### src/rtl/core/wncc_pkg.sv
// Shared constants, types and opcodes for the weighted nearest-color classifier.
package wncc_pkg;

    localparam int DEF_MAX_SEEDS = 16;
    localparam int DEF_CHANNELS  = 5;

    localparam int COLOR_W  = 8;
    localparam int CH_W     = 3;
    localparam int WEIGHT_W = 16;
    localparam int IDX_W    = 4;
    localparam int CNT_W    = 5;
    localparam int SQ_W     = 2 * COLOR_W;
    localparam int DIST_W   = SQ_W + 2;          // sum of three squares
    localparam int PROD_W   = DIST_W + WEIGHT_W;

    typedef enum logic
    {
        OP_LOAD     = 1'b0,
        OP_CLASSIFY = 1'b1
    } opcode_t;

    typedef struct packed
    {
        logic [COLOR_W-1:0]  tgt_r;
        logic [COLOR_W-1:0]  tgt_g;
        logic [COLOR_W-1:0]  tgt_b;
        logic [CH_W-1:0]     ch;
        logic [WEIGHT_W-1:0] weight;
        logic [COLOR_W-1:0]  paint_r;
        logic [COLOR_W-1:0]  paint_g;
        logic [COLOR_W-1:0]  paint_b;
    } seed_t;

endpackage

### src/rtl/core/wncc_ram.sv
// Generic single-write, single-read RAM with registered read data.
module wncc_ram
#(
    parameter int WIDTH = 8,
    parameter int DEPTH = 16,
    localparam int AW = (DEPTH > 1) ? $clog2(DEPTH) : 1
)
(
    input  logic             clk,
    input  logic             wr_en,
    input  logic [AW-1:0]    wr_addr,
    input  logic [WIDTH-1:0] wr_data,
    input  logic             rd_en,
    input  logic [AW-1:0]    rd_addr,
    output logic [WIDTH-1:0] rd_data
);

    logic [WIDTH-1:0] mem [DEPTH];

    always_ff @(posedge clk)
    begin
        if (wr_en)
        begin
            mem[wr_addr] <= wr_data;
        end
        if (rd_en)
        begin
            rd_data <= mem[rd_addr];
        end
    end

endmodule

### src/rtl/core/wncc_dist.sv
// Squared RGB distance unit, result registered.
module wncc_dist
    import wncc_pkg::*;
(
    input  logic               clk,
    input  logic               en,
    input  logic [COLOR_W-1:0] pix_r,
    input  logic [COLOR_W-1:0] pix_g,
    input  logic [COLOR_W-1:0] pix_b,
    input  logic [COLOR_W-1:0] tgt_r,
    input  logic [COLOR_W-1:0] tgt_g,
    input  logic [COLOR_W-1:0] tgt_b,
    output logic [DIST_W-1:0]  sq_dist
);

    logic [COLOR_W-1:0] diff_r, diff_g, diff_b;
    logic [SQ_W-1:0]    sq_r, sq_g, sq_b;
    logic [DIST_W-1:0]  dist_next;

    always_comb
    begin
        diff_r    = (pix_r > tgt_r) ? pix_r - tgt_r : tgt_r - pix_r;
        diff_g    = (pix_g > tgt_g) ? pix_g - tgt_g : tgt_g - pix_g;
        diff_b    = (pix_b > tgt_b) ? pix_b - tgt_b : tgt_b - pix_b;
        sq_r      = SQ_W'(diff_r) * SQ_W'(diff_r);
        sq_g      = SQ_W'(diff_g) * SQ_W'(diff_g);
        sq_b      = SQ_W'(diff_b) * SQ_W'(diff_b);
        dist_next = DIST_W'(sq_r) + DIST_W'(sq_g) + DIST_W'(sq_b);
    end

    always_ff @(posedge clk)
    begin
        if (en)
        begin
            sq_dist <= dist_next;
        end
    end

endmodule

### src/rtl/core/wncc_xcmp.sv
// Cross-multiplied ratio compare: registered products, then d*wb < db*w.
module wncc_xcmp
    import wncc_pkg::*;
(
    input  logic                clk,
    input  logic                en,
    input  logic [DIST_W-1:0]   sq_dist,
    input  logic [WEIGHT_W-1:0] weight,
    input  logic [DIST_W-1:0]   best_dist,
    input  logic [WEIGHT_W-1:0] best_weight,
    output logic                less
);

    logic [PROD_W-1:0] prod_a_reg, prod_b_reg;

    always_ff @(posedge clk)
    begin
        if (en)
        begin
            prod_a_reg <= PROD_W'(sq_dist) * PROD_W'(best_weight);
            prod_b_reg <= PROD_W'(best_dist) * PROD_W'(weight);
        end
    end

    assign less = prod_a_reg < prod_b_reg;

endmodule

### src/rtl/core/weighted_nearest_color_classify.sv
// Weighted nearest-color classifier: seed table, scan sequencer and result register.
//
// Usage:
//   Command beat: start is taken when busy is low. opcode OP_LOAD writes the
//   seed at seed_index (red/green/blue target, paint color, channel, weight)
//   in the same edge and gives no result; busy stays low. An index beyond the
//   table is dropped, a channel above CHANNELS is stored as empty.
//   opcode OP_CLASSIFY takes a pixel and raises busy while the seeds
//   0 .. min(seed_count, MAX_SEEDS)-1 are scanned.
//   Each seed passes in turn through table read, distance, cross products and
//   compare; the next seed is read only after that compare.
//   A classify beat ends in the final state, which registers the result and
//   done (straight from idle when no seed is scanned); done is high for one cycle with the result.
//   A new command can be taken in the cycle done is high.
//   Results cannot be held off by the receiver.
//   cfg_we writes seed_count; write it only while busy is low.
//   Reset clears seed_count and the sequencer; the seed table is not
//   cleared and must be loaded before it is used.
module weighted_nearest_color_classify
    import wncc_pkg::*;
#(
    parameter int MAX_SEEDS = DEF_MAX_SEEDS,
    parameter int CHANNELS  = DEF_CHANNELS
)
(
    input  logic                clk,
    input  logic                rst_n,
    input  logic                start,
    output logic                busy,
    input  logic                opcode,
    input  logic [IDX_W-1:0]    seed_index,
    input  logic [COLOR_W-1:0]  red,
    input  logic [COLOR_W-1:0]  green,
    input  logic [COLOR_W-1:0]  blue,
    input  logic [COLOR_W-1:0]  paint_red,
    input  logic [COLOR_W-1:0]  paint_green,
    input  logic [COLOR_W-1:0]  paint_blue,
    input  logic [CH_W-1:0]     channel,
    input  logic [WEIGHT_W-1:0] weight,
    input  logic                cfg_we,
    input  logic [CNT_W-1:0]    cfg_wdata,
    output logic                done,
    output logic [COLOR_W-1:0]  out_red,
    output logic [COLOR_W-1:0]  out_green,
    output logic [COLOR_W-1:0]  out_blue,
    output logic                out_opaque,
    output logic [CH_W-1:0]     out_channel,
    output logic                matched
);

    localparam int AW = (MAX_SEEDS > 1) ? $clog2(MAX_SEEDS) : 1;

    typedef enum logic [5:0]
    {
        ST_IDLE  = 6'b000001,
        ST_READ  = 6'b000010,
        ST_DIST  = 6'b000100,
        ST_MULT  = 6'b001000,
        ST_CMP   = 6'b010000,
        ST_FINAL = 6'b100000
    } state_t;

    state_t state_reg, state_next;

    logic [CNT_W-1:0] seed_count_reg, seed_count_next;
    logic [CNT_W-1:0] cnt_reg, cnt_next;
    logic [CNT_W-1:0] scan_n_reg, scan_n_next;
    logic [CNT_W-1:0] limit;
    logic             found_reg, found_next;
    logic             done_reg, done_next;

    logic [COLOR_W-1:0]  pix_r_reg, pix_g_reg, pix_b_reg;
    logic [DIST_W-1:0]   best_d_reg;
    logic [WEIGHT_W-1:0] best_w_reg;
    seed_t               best_seed_reg;

    logic [COLOR_W-1:0] out_red_reg, out_green_reg, out_blue_reg;
    logic               out_opaque_reg, matched_reg;
    logic [CH_W-1:0]    out_channel_reg;

    logic          accept;
    logic          wr_en;
    seed_t         wr_seed;
    logic [$bits(seed_t)-1:0] rd_data;
    seed_t         rd_seed;
    logic [DIST_W-1:0] seed_dist;
    logic          less;
    logic          take;
    logic          last;

    assign busy   = (state_reg != ST_IDLE);
    assign accept = start && !busy;

    // table write on a load beat
    always_comb
    begin
        wr_en           = accept && (opcode == OP_LOAD) && (32'(seed_index) < MAX_SEEDS);
        wr_seed.tgt_r   = red;
        wr_seed.tgt_g   = green;
        wr_seed.tgt_b   = blue;
        wr_seed.ch      = (32'(channel) > CHANNELS) ? '0 : channel;
        wr_seed.weight  = weight;
        wr_seed.paint_r = paint_red;
        wr_seed.paint_g = paint_green;
        wr_seed.paint_b = paint_blue;
    end

    wncc_ram
    #(
        .WIDTH ($bits(seed_t)),
        .DEPTH (MAX_SEEDS)
    )
    u_seed_ram
    (
        .clk     (clk),
        .wr_en   (wr_en),
        .wr_addr (AW'(seed_index)),
        .wr_data (wr_seed),
        .rd_en   (state_reg == ST_READ),
        .rd_addr (AW'(cnt_reg)),
        .rd_data (rd_data)
    );

    assign rd_seed = seed_t'(rd_data);

    wncc_dist u_dist
    (
        .clk     (clk),
        .en      (state_reg == ST_DIST),
        .pix_r   (pix_r_reg),
        .pix_g   (pix_g_reg),
        .pix_b   (pix_b_reg),
        .tgt_r   (rd_seed.tgt_r),
        .tgt_g   (rd_seed.tgt_g),
        .tgt_b   (rd_seed.tgt_b),
        .sq_dist (seed_dist)
    );

    wncc_xcmp u_xcmp
    (
        .clk         (clk),
        .en          (state_reg == ST_MULT),
        .sq_dist     (seed_dist),
        .weight      (rd_seed.weight),
        .best_dist   (best_d_reg),
        .best_weight (best_w_reg),
        .less        (less)
    );

    assign limit = (32'(seed_count_reg) > MAX_SEEDS) ? CNT_W'(MAX_SEEDS) : seed_count_reg;
    assign take  = (rd_seed.weight != '0) && (!found_reg || less);
    assign last  = (cnt_reg + CNT_W'(1)) == scan_n_reg;

    always_comb
    begin
        state_next      = state_reg;
        seed_count_next = cfg_we ? cfg_wdata : seed_count_reg;
        cnt_next        = cnt_reg;
        scan_n_next     = scan_n_reg;
        found_next      = found_reg;
        done_next       = 1'b0;
        case (state_reg)
            ST_IDLE:
            begin
                if (accept && (opcode == OP_CLASSIFY))
                begin
                    cnt_next    = '0;
                    scan_n_next = limit;
                    found_next  = 1'b0;
                    state_next  = (limit == '0) ? ST_FINAL : ST_READ;
                end
            end
            ST_READ:  state_next = ST_DIST;
            ST_DIST:  state_next = ST_MULT;
            ST_MULT:  state_next = ST_CMP;
            ST_CMP:
            begin
                if (take)
                begin
                    found_next = 1'b1;
                end
                if (last)
                begin
                    state_next = ST_FINAL;
                end
                else
                begin
                    cnt_next   = cnt_reg + CNT_W'(1);
                    state_next = ST_READ;
                end
            end
            ST_FINAL:
            begin
                done_next  = 1'b1;
                state_next = ST_IDLE;
            end
            default:  state_next = ST_IDLE;
        endcase
    end

    always_ff @(posedge clk or negedge rst_n)
    begin
        if (!rst_n)
        begin
            state_reg      <= ST_IDLE;
            seed_count_reg <= '0;
            cnt_reg        <= '0;
            scan_n_reg     <= '0;
            found_reg      <= 1'b0;
            done_reg       <= 1'b0;
        end
        else
        begin
            state_reg      <= state_next;
            seed_count_reg <= seed_count_next;
            cnt_reg        <= cnt_next;
            scan_n_reg     <= scan_n_next;
            found_reg      <= found_next;
            done_reg       <= done_next;
        end
    end

    // payload registers
    always_ff @(posedge clk)
    begin
        if (accept && (opcode == OP_CLASSIFY))
        begin
            pix_r_reg <= red;
            pix_g_reg <= green;
            pix_b_reg <= blue;
        end
        if ((state_reg == ST_CMP) && take)
        begin
            best_d_reg    <= seed_dist;
            best_w_reg    <= rd_seed.weight;
            best_seed_reg <= rd_seed;
        end
        if (state_reg == ST_FINAL)
        begin
            // empty channel or no match gives transparent black
            matched_reg <= found_reg;
            if (found_reg && (best_seed_reg.ch != '0))
            begin
                out_red_reg     <= best_seed_reg.paint_r;
                out_green_reg   <= best_seed_reg.paint_g;
                out_blue_reg    <= best_seed_reg.paint_b;
                out_opaque_reg  <= 1'b1;
                out_channel_reg <= best_seed_reg.ch;
            end
            else
            begin
                out_red_reg     <= '0;
                out_green_reg   <= '0;
                out_blue_reg    <= '0;
                out_opaque_reg  <= 1'b0;
                out_channel_reg <= '0;
            end
        end
    end

    assign done        = done_reg;
    assign out_red     = out_red_reg;
    assign out_green   = out_green_reg;
    assign out_blue    = out_blue_reg;
    assign out_opaque  = out_opaque_reg;
    assign out_channel = out_channel_reg;
    assign matched     = matched_reg;

    a_done_after_final: assert property (@(posedge clk) disable iff (!rst_n)
        done_reg |-> $past(state_reg == ST_FINAL))
        else $error("result beat without final state");

    a_classify_busy: assert property (@(posedge clk) disable iff (!rst_n)
        (accept && (opcode == OP_CLASSIFY)) |=> busy)
        else $error("classify beat did not raise busy");

    a_load_no_busy: assert property (@(posedge clk) disable iff (!rst_n)
        (accept && (opcode == OP_LOAD)) |=> !busy)
        else $error("load beat raised busy");

    a_scan_in_range: assert property (@(posedge clk) disable iff (!rst_n)
        (state_reg == ST_READ || state_reg == ST_DIST || state_reg == ST_MULT
         || state_reg == ST_CMP) |-> (cnt_reg < scan_n_reg))
        else $error("scan index beyond seed count");

    a_opaque_match: assert property (@(posedge clk) disable iff (!rst_n)
        (done_reg && out_opaque_reg) |-> (matched_reg && (out_channel_reg != '0)))
        else $error("opaque result without a matched channel");

endmodule
### config.mk
export PLATFORM = sky130hd
export DESIGN_NAME = weighted_nearest_color_classify
export DESIGN_NICKNAME = d
export VERILOG_FILES = /design/src/rtl/core/wncc_pkg.sv /design/src/rtl/core/wncc_ram.sv /design/src/rtl/core/wncc_dist.sv /design/src/rtl/core/wncc_xcmp.sv /design/src/rtl/core/weighted_nearest_color_classify.sv
export SDC_FILE = /design/constraint.sdc
export NUM_CORES = 2
export LEC_CHECK = 0
export ABC_AREA = 1
export BUFFER_PORTS_ARGS = -buffer_cell sky130_fd_sc_hd__buf_2
export CORE_ASPECT_RATIO = 0.7
export CORE_MARGIN = 2
export CORE_UTILIZATION = 33
export CTS_BUF_LIST = sky130_fd_sc_hd__clkbuf_4
export DETAILED_ROUTE_END_ITERATION = 8
export GPL_TIMING_DRIVEN = 0
export SYNTH_ARGS = -nofsm -noshare
export SYNTH_HDL_FRONTEND = slang
export SYNTH_SLANG_ARGS = --single-unit
### constraint.sdc
create_clock -name clk -period 14.7 [get_ports clk]
set_input_delay 2.94 -clock clk [delete_from_list [all_inputs] [get_ports clk]]
set_output_delay 2.94 -clock clk [all_outputs]
set_load 0.03 [all_outputs]
# Word level (Yosys, flattened, before mapping)
# Memory sizes are Yosys's and may differ from the RTL's. A register that Yosys moved wholly into a read port is not among the register bits.
# Cells that the tools add are included.
# word_totals
ram_bits,1072
mem_count,1
word_cells,92
out_inout_bits,31
regBits,223
in_bits,81
# op_classes
n_eq_ne,11
n_addsub,9
muxes,19
bitwise_logic,1
n_reduce_logical,16
magnitude_cmp,6
multipliers,5
# mem_list
name,depth,word_bits,read_ports,rd_ports_with_merged_regs,write_ports,line,source
u_seed_ram.mem,16,67,1,1,1,wncc_ram.sv:18,logic [WIDTH-1:0] mem [DEPTH];
# ops
operator,n
$mul A18 B16 Y34,2
$mul A8 B8 Y16,3
$sub A8 B8 Y8,6
$lt A34 B34 Y1,1
$pmux W6 S5,1
$gt A8 B8 Y1,3
$mux W8,3
$add A18 B16 Y18,1
$mux W6,3
$add A16 B16 Y17,1
$reduce_bool A16 Y1,1
$mux W5,3
$pmux W5 S2,1
$eq A6 B1 Y1 const B,1
$eq A6 B2 Y1 const B,1
$eq A6 B3 Y1 const B,1
$eq A6 B4 Y1 const B,1
$eq A6 B5 Y1 const B,1
$eq A6 B6 Y1 const B,1
$logic_and A1 B1 Y1,6
$mux W1,6
$ne A2 B2 Y1 const B,3
$ne A6 B1 Y1 const B,1
$reduce_and A3 Y1,2
13 further kinds,14

# Depth between registers and ports, before layout
# depth
word_depth,6
ltp_mapped,45

# Hierarchy
# Synthesis repeated with hierarchy kept, for this count alone.
# hier_totals
cells_unflattened,9044
area_unflattened_um2,84980.3
# by_module_without_submodules
mod,cells_each,n_inst,area_per_inst_um2,seq_area_each_um2
wncc_ram,4407,1,47743.3,34202.8
wncc_xcmp,3192,1,23608.9,2042.0
wncc_dist,1107,1,8680.8,540.5
weighted_nearest_color_classify,338,1,4947.2,4000.1

# Least setup slack after synthesis
# OpenSTA, ideal clock, no wires.
# synth_timing
kind,reg-to-reg
startpoint,reg pix_r_reg[0]
endpoint,"reg u_dist.sq_dist[14], data pin"
path_buffers,0
path_slack_ps,5149
arrival_ps,9289
path_stages_with_launch,43
cell_sequence,edfxtp_1 inv_1 ha_1 inv_1 fa_1 inv_1 o21ai_2 a21oi_1 o21ai_2 nand2_4 inv_4 o21ai_1 nand2_2 nor2_1 inv_1 fa_1 fa_1 fa_1 (+7 left out) inv_1 o21ai_0 a31o_2 xor2_1 fa_1 fa_1 inv_1 fa_1 inv_1 fa_1 inv_1 ha_1 a21o_1 a21oi_1 o21ai_1 a21boi_0 o21ai_1 xor2_1
# synth_via
elab_chain_len,5
elab_cells_between_ends,7
cone_classes,4 x add/sub; 1 x mul; 1 x order compare; 1 x mux
# synth_rtl
element,line,source
start: declaration,weighted_nearest_color_classify.sv:72,"logic [COLOR_W-1:0] pix_r_reg, pix_g_reg, pix_b_reg;"
start signal: assignment,weighted_nearest_color_classify.sv:228,pix_r_reg <= red;
$sub A8 B8 Y8 or $gt A8 B8 Y1 (tied branches),wncc_dist.sv:22,diff_r = (pix_r > tgt_r) ? pix_r - tgt_r : tgt_r - pix_r;
$mux W8 *,wncc_dist.sv:22,
$mul A8 B8 Y16 *,wncc_dist.sv:25,sq_r = SQ_W'(diff_r) * SQ_W'(diff_r);
$add A16 B16 Y17 *,wncc_dist.sv:28,dist_next = DIST_W'(sq_r) + DIST_W'(sq_g) + DIST_W'(sq_b);
$add A18 B16 Y18 *,wncc_dist.sv:28,
net u_dist.dist_next[14],wncc_dist.sv:18,logic [DIST_W-1:0] dist_next;
end signal: assignment,wncc_dist.sv:35,sq_dist <= dist_next;
end: declaration,wncc_dist.sv:13,output logic [DIST_W-1:0] sq_dist
# Mark *: on every way through the listed nets, which the timed path passes. The rest lies on a longest branch.
# A chain may end at the register's enable or synchronous reset.

# Worst setup path in the final report
# Same ends and word-level chain as after synthesis.

==> flow_summary.yaml <==
run_status:
  outcome: "finished, final reports clean"
setup_path:
  path_buf_inv: 12
  reg2reg_from: "pix_r_reg[0]"
  max_stage_delay_ns: 0.57
  reg2reg_to: "u_dist.sq_dist[14]"
  r2r_slack_ns: 4.20
  cp_max_fo: 9
  cp-start-kind: "flop"
  end_kind: "flop"
  path_delay_family: "adder cells"
  crit_type: "reg2reg"
  crit_required_ns: 15.53
  cp_data_arrival_time_ns: 11.33
  reg2reg_depth: 42
  slowest_stage: "fa_1"
logic_synthesis:
  yosysSeqAreaShare_pct: 52.19
  yosysTopAreaCell: "edfxtp_1"
  synth_top_area_share_pct: 51.45
  ys_warn_count: 0
  yosys-top-cells-area: "edfxtp_1, fa_1, ha_1, inv_1, nand2_1"
  yosys.cell_types.count: 49
  syn_nets: 8033
  netlist_instances: 7003
  netlist_area_um2: 78140
  synth_edf_count: 1339
  avgSynthCellArea_um2: 11.16
  synth_seq_cells: 1362
  ys.flop_type: "edfxtp_1"
  ys_async_sr_fraction_pct: 1.689
detailed_routing:
  drt_iter0_drc: 6380
  dr.pass1.iters: 6
  wl_um: 246400
  ant_nets: 0
  drc: 0
  num_vias: 55450
  wl_per_cell_um: 22.56
  vias_per_cell: 5.076
clock_tree:
  clock_path_buffers: 4
  holdBufCountCts: 0
  path_clk_slew_ns: 0.07
  cts_resized: 0
  postCtsSetupRepairBufs: 0
  htreeDepth: 5
  cts_inserted_buffers: 331
  clock_sinks: 1362
  clock_latency_ns: 1.15
  cts_tree: "done"
  cts_root_buf: "clkbuf_4"
sta:
  maxSlewHeadroom_pct: 1.634
  min_period_ns: 10.50
  drv_slew: 0
  rsz0062_at_grt: "no"
  finClkSkew_ns: 0.1530
  setup_viol: 0
  hold_viol_final: 0
  period_share_pct: 71.43
  max_freq_mhz: 95.24
  worst_pin_slew_ns: 1.460
cells_and_area:
  final_nets: 8552
  drive_gt1_share_pct: 10.67
  top_regs: "u_seed_ram.mem: 1072 flops, u_seed_ram.rd_data: 67 flops"
  n_fill_cell: 23060
  top_register: "u_seed_ram.mem"
  largest_reg_flops: 1072
  area_growth_pct: 12.72
  utilization_pct: 37.41
floorplan:
  rows: 149
  floorplan.initialDensity_pct: 33.19
  die-width_um: 585.6
  chipHeight_um: 411.1
  core_area_um2: 235500
  die_area_um2: 240800
  ios: 112
grt:
  grt_start_max_net_pins: 59
  grt_pass1_wl_um: 360600
  grt_usage_pct: 20.18
  grt.overflow.total: 0
  antenna_found_initial: 45
  grt_pass1_vias: 55230
hold_path:
  min_from: "u_seed_ram.rd_data[42]"
  hold_path_depth: 0
  min_path_type: "reg2reg"
  min_to: "best_seed_reg[42]"
run:
  drv_cap: 0
place:
  detailed_place_hpwl_um: 179400
  port_buffers: 110
  place_congestion: 0.9367
## metrics by stage
stage | worst slack (ns) | instances | cell area [µm²] | hold slack (ns) | TNS (ns)
6_report | 4.200 | 10920 | 88080 | 0.4180 | 0
5_1_grt | 3.638 | 10920 | 88070 | 0.4257 | 0
4_1_cts | 4.191 | 10900 | 87990 | 0.4149 | 0
3_5_place_dp | 4.329 | 10360 | 84060 | 0.4054 | 0
3_3_place_gp | -0.3524 | 10280 | 82660 | 0.4025 | -0.8479
2_1_floorplan | 5.149 | 7003 | 78140 | 0.4003 | 0
## layer usage
layer,vias to the layer above,global-route usage (%),part of all wire (%)
met2,3141,29.75,43
met5,-,0,0.053
li1,24570,-,-
met4,20,5.271,2.4
met1,27340,29.31,43
met3,382,5.237,12
## placed cells by master, fill, tap and decap left out, types with 153 or more instances in the layout
master / n
edfxtp_1: 1339
buf_2: 153
a21oi_1: 435
clkbuf_1: 288
nor2_1: 514
inv_1: 1164
o21ai_0: 460
clkbuf_4: 478
fa_1: 566
ha_1: 383
nand2_1: 1035
## Yosys cell counts (3+ instances only)
library cell,n
xor2_1,82
nand2_2,20
nor3_1,23
a31oi_1,11
inv_4,4
a21o_1,12
a21oi_2,3
nor4_1,11
o221ai_1,141
nand2_1,1035
inv_2,11
buf_1,17
a21oi_1,435
nor2_1,531
o21a_1,7
nor2_2,5
dfrtp_1,22
o22ai_1,136
nand2_4,6
buf_2,43
nand4_1,23
o21ai_1,57
o211ai_1,6
a21boi_0,4
nand3_1,56
o21ai_2,7
o21ai_0,466
ha_1,383
fa_1,566
o21bai_1,11
inv_1,1166
buf_6,3
xnor2_1,47
buf_4,6
edfxtp_1,1339
nor3_2,3
clkbuf_1,288
## cell families after synthesis
| family | after synthesis | synth area share (%) |
|---|---|---|
| and+or+nand+nor | 1720 | 8.697 |
| xor gates and xnor gates | 129 | 1.446 |
| DFF | 1362 | 52.19 |
| AOI/OAI and AO/OA | 1305 | 9.504 |
| adders and majority gates | 949 | 20.63 |
| buffers and inverters | 1538 | 7.527 |
## how the worst max path moves through the flow
stage | startpoint | cells after the start | to | slack, ns
6_report | pix_r_reg[0] | 42 | u_dist.sq_dist[14] | 4.20
5_1_grt | pix_r_reg[0] | 42 | u_dist.sq_dist[14] | 3.64
4_1_cts | pix_r_reg[0] | 42 | u_dist.sq_dist[14] | 4.19
3_5_place_dp | pix_r_reg[0] | 42 | u_dist.sq_dist[14] | 4.33
3_3_place_gp | state_reg[4] | 5 | state_reg[5] | -0.35
2_1_floorplan | pix_r_reg[0] | 42 | u_dist.sq_dist[14] | 5.15
## cell type report
class / instances / area, µm² / share of cell area, %
Antenna cell: 20 / 50.05 / 0.05682
Timing Repair Buffer: 186 / 1834 / 2.082
Buffer: 357 / 1439 / 1.634
Sequential cell: 1362 / 40790 / 46.30
Tap cell: 3171 / 3968 / 4.504
Clock buffer: 478 / 3588 / 4.074
Multi-Input combinational cell: 4103 / 31630 / 35.91
Clock inverter: 65 / 341.6 / 0.3878
Inverter: 1181 / 4446 / 5.047
Power is left out: the tool's default activity adds up to more than one toggle a clock period on the data nets, which glitch-free logic cannot reach.
